`config.mk`:
```
export PLATFORM = sky130hd
export DESIGN_NAME = mss_ram
export DESIGN_NICKNAME = d
export VERILOG_FILES = /design/src/rtl/mss_ram.sv
export SDC_FILE = /design/constraint.sdc
export NUM_CORES = 2
export LEC_CHECK = 0
export ABC_AREA = 0
export BUFFER_PORTS_ARGS = -buffer_cell sky130_fd_sc_hd__clkbuf_2
export CAP_MARGIN = 20
export CORE_MARGIN = 4
export CORE_UTILIZATION = 28
export DETAILED_ROUTE_END_ITERATION = 8
export HOLD_SLACK_MARGIN = 0.03
export SLEW_MARGIN = 15
export SYNTH_ARGS = -nofsm -noshare
export SYNTH_HDL_FRONTEND = slang
export SYNTH_SLANG_ARGS = --single-unit
export TNS_END_PERCENT = 50
```
`constraint.sdc`:
```
create_clock -name i_clk -period 8.4 [get_ports i_clk]
set_input_delay 1.68 -clock i_clk [delete_from_list [all_inputs] [get_ports i_clk]]
set_output_delay 1.68 -clock i_clk [all_outputs]
set_load 0.1 [all_outputs]
```
`src/rtl/mss_ram.sv`:
```
// Generic simple dual-port RAM: one write port, one read port with registered read data.
// Has no dependencies.
`timescale 1ns / 1ps
`default_nettype none

module mss_ram #(
    parameter int WIDTH = 64,
    parameter int DEPTH = 41
) (
    input  wire logic                                  i_clk,
    input  wire logic                                  i_we,
    input  wire logic [((DEPTH > 1) ? $clog2(DEPTH) : 1)-1:0] i_waddr,
    input  wire logic [WIDTH-1:0]                      i_wdata,
    input  wire logic [((DEPTH > 1) ? $clog2(DEPTH) : 1)-1:0] i_raddr,
    output      logic [WIDTH-1:0]                      o_rdata
);

    logic [WIDTH-1:0] r_mem [DEPTH];
    logic [WIDTH-1:0] r_rdata;

    // Write port and registered read port.
    always_ff @(posedge i_clk) begin
        if (i_we) begin
            r_mem[i_waddr] <= i_wdata;
        end
        r_rdata <= r_mem[i_raddr];
    end

    assign o_rdata = r_rdata;

endmodule

`default_nettype wire

```
==> results.sh <==
export IMPL_coreArea_sq_um=359000
export IMPL_setup_tns_ps=0
export IMPL_period_needed_ps=4280
export IMPL_maxCapViolations=0
export IMPL_multi_input_area_sq_um=20200
export IMPL_power_mw=27.4
export IMPL_finalHoldViolCount=0
export IMPL_timing_hold_ws_ps=459
export IMPL_layout_setup_ws_ps=4120
export IMPL_grt_pass1_vias=49200
export IMPL_dp_hpwl_um=140000
export IMPL_drt_initial_drc_count=5354
export IMPL_rsz0062_at_grt="false"
export IMPL_cts_resized=0
export IMPL_seqCellArea_sq_um=80100
export IMPL_endpoint_kind="flip-flop"
export IMPL_syn_avg_cell_area_sq_um=22.4
export IMPL_viasPerCell=4.92
export IMPL_final_common_cell="edfxtp_1"
export IMPL_wl_per_cell_um=26.7
export IMPL_grt_max_degree=112
export IMPL_critPathMaxStageDelay_ps=820
export IMPL_run_status="completed"
export IMPL_syn_area_sq_um=101000
export IMPL_vias=48000
export IMPL_leakage_nw=35.7
export IMPL_synthFlopType="edfxtp_1"
export IMPL_antenna_found_initial=36
export IMPL_cts_tree="built"
export IMPL_path_clk_slew_ps=60
export IMPL_cp_slowest_cell="nor2_4"
export IMPL_start_kind="input port"
export IMPL_grt_usage_pct=13.7
export IMPL_yosysWarnings=0
export IMPL_synth_top_cell_area_share_pct=77.9
export IMPL_ys_async_sr_fraction_pct=0
export IMPL_vdd_drop_max_uv=178
export IMPL_final_cell_mix="edfxtp_1 (2624), mux4_2 (582), clkbuf_16 (249)"
export IMPL_drc_errors=0
export IMPL_synthDistinctLibCells=39
export IMPL_syn2layout_area_growth_pct=14.7
export IMPL_synth_edf_count=2624
export IMPL_final_antenna_net_count=0
export IMPL_max_freq_mhz=234
export IMPL_yosysTopAreaCell="edfxtp_1"
export IMPL_num_fill_cells=34000
export IMPL_syn_nets=4597
export IMPL_setup_viol=0
export IMPL_place_ws_ps=3180
export IMPL_cts_buffer_depth=4
export IMPL_root_buffer="clkbuf_16"
export IMPL_clock_sinks=2688
export IMPL_maxSlewViolCount=0
export IMPL_ys_seq_area_share_pct=79.2
export IMPL_synthCells=4519
export IMPL_io_pins=142
export IMPL_cp_max_fo=42
export IMPL_dr_pass1_iters=7
export IMPL_routed_wl_um=261000
export IMPL_clk_latency_ps=880
export IMPL_nets=4859
export IMPL_die_h_um=609
export IMPL_grt_first_pass_wirelength_um=370000
export IMPL_initial_utilization_pct=28.1
export IMPL_die_w_um=609
export IMPL_skew_ps=71.3
export IMPL_port_buffers=141
export IMPL_cts_hold_buf=0
export IMPL_die_area_sq_um=371000
export IMPL_cp_data_required_time_ps=8850
export IMPL_gp_congestion=0.739
export IMPL_synth_area_leaders="edfxtp_1 (78%), mux4_2 (13%), mux2i_1 (2.0%), dfxtp_1 (1.3%), a22oi_1 (1.0%)"
export IMPL_numCtsBuffers=247
export IMPL_cts_max_level=4
export IMPL_tightest_slew_ps=1090
export IMPL_post_cts_buffers=0
export IMPL_min_period_over_period_pct=51.0
export IMPL_cp_cell_sequence="clkbuf_2, nand2b_1, or3_1, nor2_4, buf_4"
export IMPL_critPathKind="input port to flip-flop"
export IMPL_synth_seq_cells=2688
export IMPL_min_path_type="flip-flop to flip-flop"
export IMPL_cp_data_arrival_time_ps=4730
export IMPL_grt_overflow=0
export IMPL_layout_drive_gt1_share_pct=25.8
export IMPL_power_density_nw_per_um2=236
export IMPL_slew_headroom_pct=27.1
export IMPL_fp_row_count=220
layer usage:
layer / GRT usage [%] / vias up / wire length, um
li1: - / 19700 / -
met1: 18.8 / 26200 / 110000
met2: 22.7 / 1808 / 128000
met3: 1.94 / 390 / 16100
met4: 3.55 / 12 / 6930
met5: 0 / - / 59
sequential cells by signal, summed over array words and instances, names as in the netlist:
register / cells
o_rdata: 64
r_mem: 2624
report_power, final:
part,leakage [nW],switching (mW),internal (mW)
Clock,3.84,4.78,6.25
Combinational,7.74,1.04,0.450
Sequential,24.1,0.0583,14.8
Total,35.7,5.88,21.5
final timing paths:
check	start	to	slack (ps)	depth (start not counted)
worst max-delay path	i_waddr[0]	r_mem[22][4]	4120	5
worst min-delay path	r_mem[40][46]	o_rdata[46]	460	2
worst max register to register	r_mem[11][39]	o_rdata[39]	6390	5
worst min register to register	r_mem[40][46]	o_rdata[46]	460	2
synth_stat cells (14+ instances only):
master       n
edfxtp_1  2624
buf_4       19
a21oi_1    125
clkbuf_1   123
mux2i_1    198
buf_1       29
mux2_2      21
o21ai_1     51
nor3_1      14
dfxtp_1     64
nand2_1    167
a22oi_1    140
o21ai_0     29
mux4_2     582
o221ai_1    36
buf_2       75
o22ai_1     41
nor2_1      49
o211ai_1    37
mux2_1      17
critical path: cells and delay by family:
kind / cells / cell delay (ps)
buffers and inverters: 2 / 910
AND/OR/NAND/NOR: 3 / 2060
through the flow:
stage          instance area [sq um]  utilization [%]  std cells
6_report                      116000             32.3       9762
3_3_place_gp                  108000             30.1       9305
5_1_grt                       116000             32.3       9758
3_5_place_dp                  108000             30.1       9305
2_1_floorplan                 101000                -       4519
4_1_cts                       116000             32.3       9755
cell type report:
cell class / instances / area share [%]
multi-input cells: 1570 / 17.4
diodes: 7 / 0.0151
inverters: 2 / 0.00971
flip-flops and latches: 2688 / 69.0
clock inverters: 120 / 1.02
well taps: 4773 / 5.15
clock buffers: 330 / 5.77
repair buffers: 272 / 1.62
cells by family after synthesis:
family,share of synthesized area (%)
multiplexers,15.3
AO/OA/AOI/OAI,3.18
buffers and inverters,1.23
AND/OR/NAND/NOR,1.08
flip-flops,79.2
(Power assumes the default switching activity.)
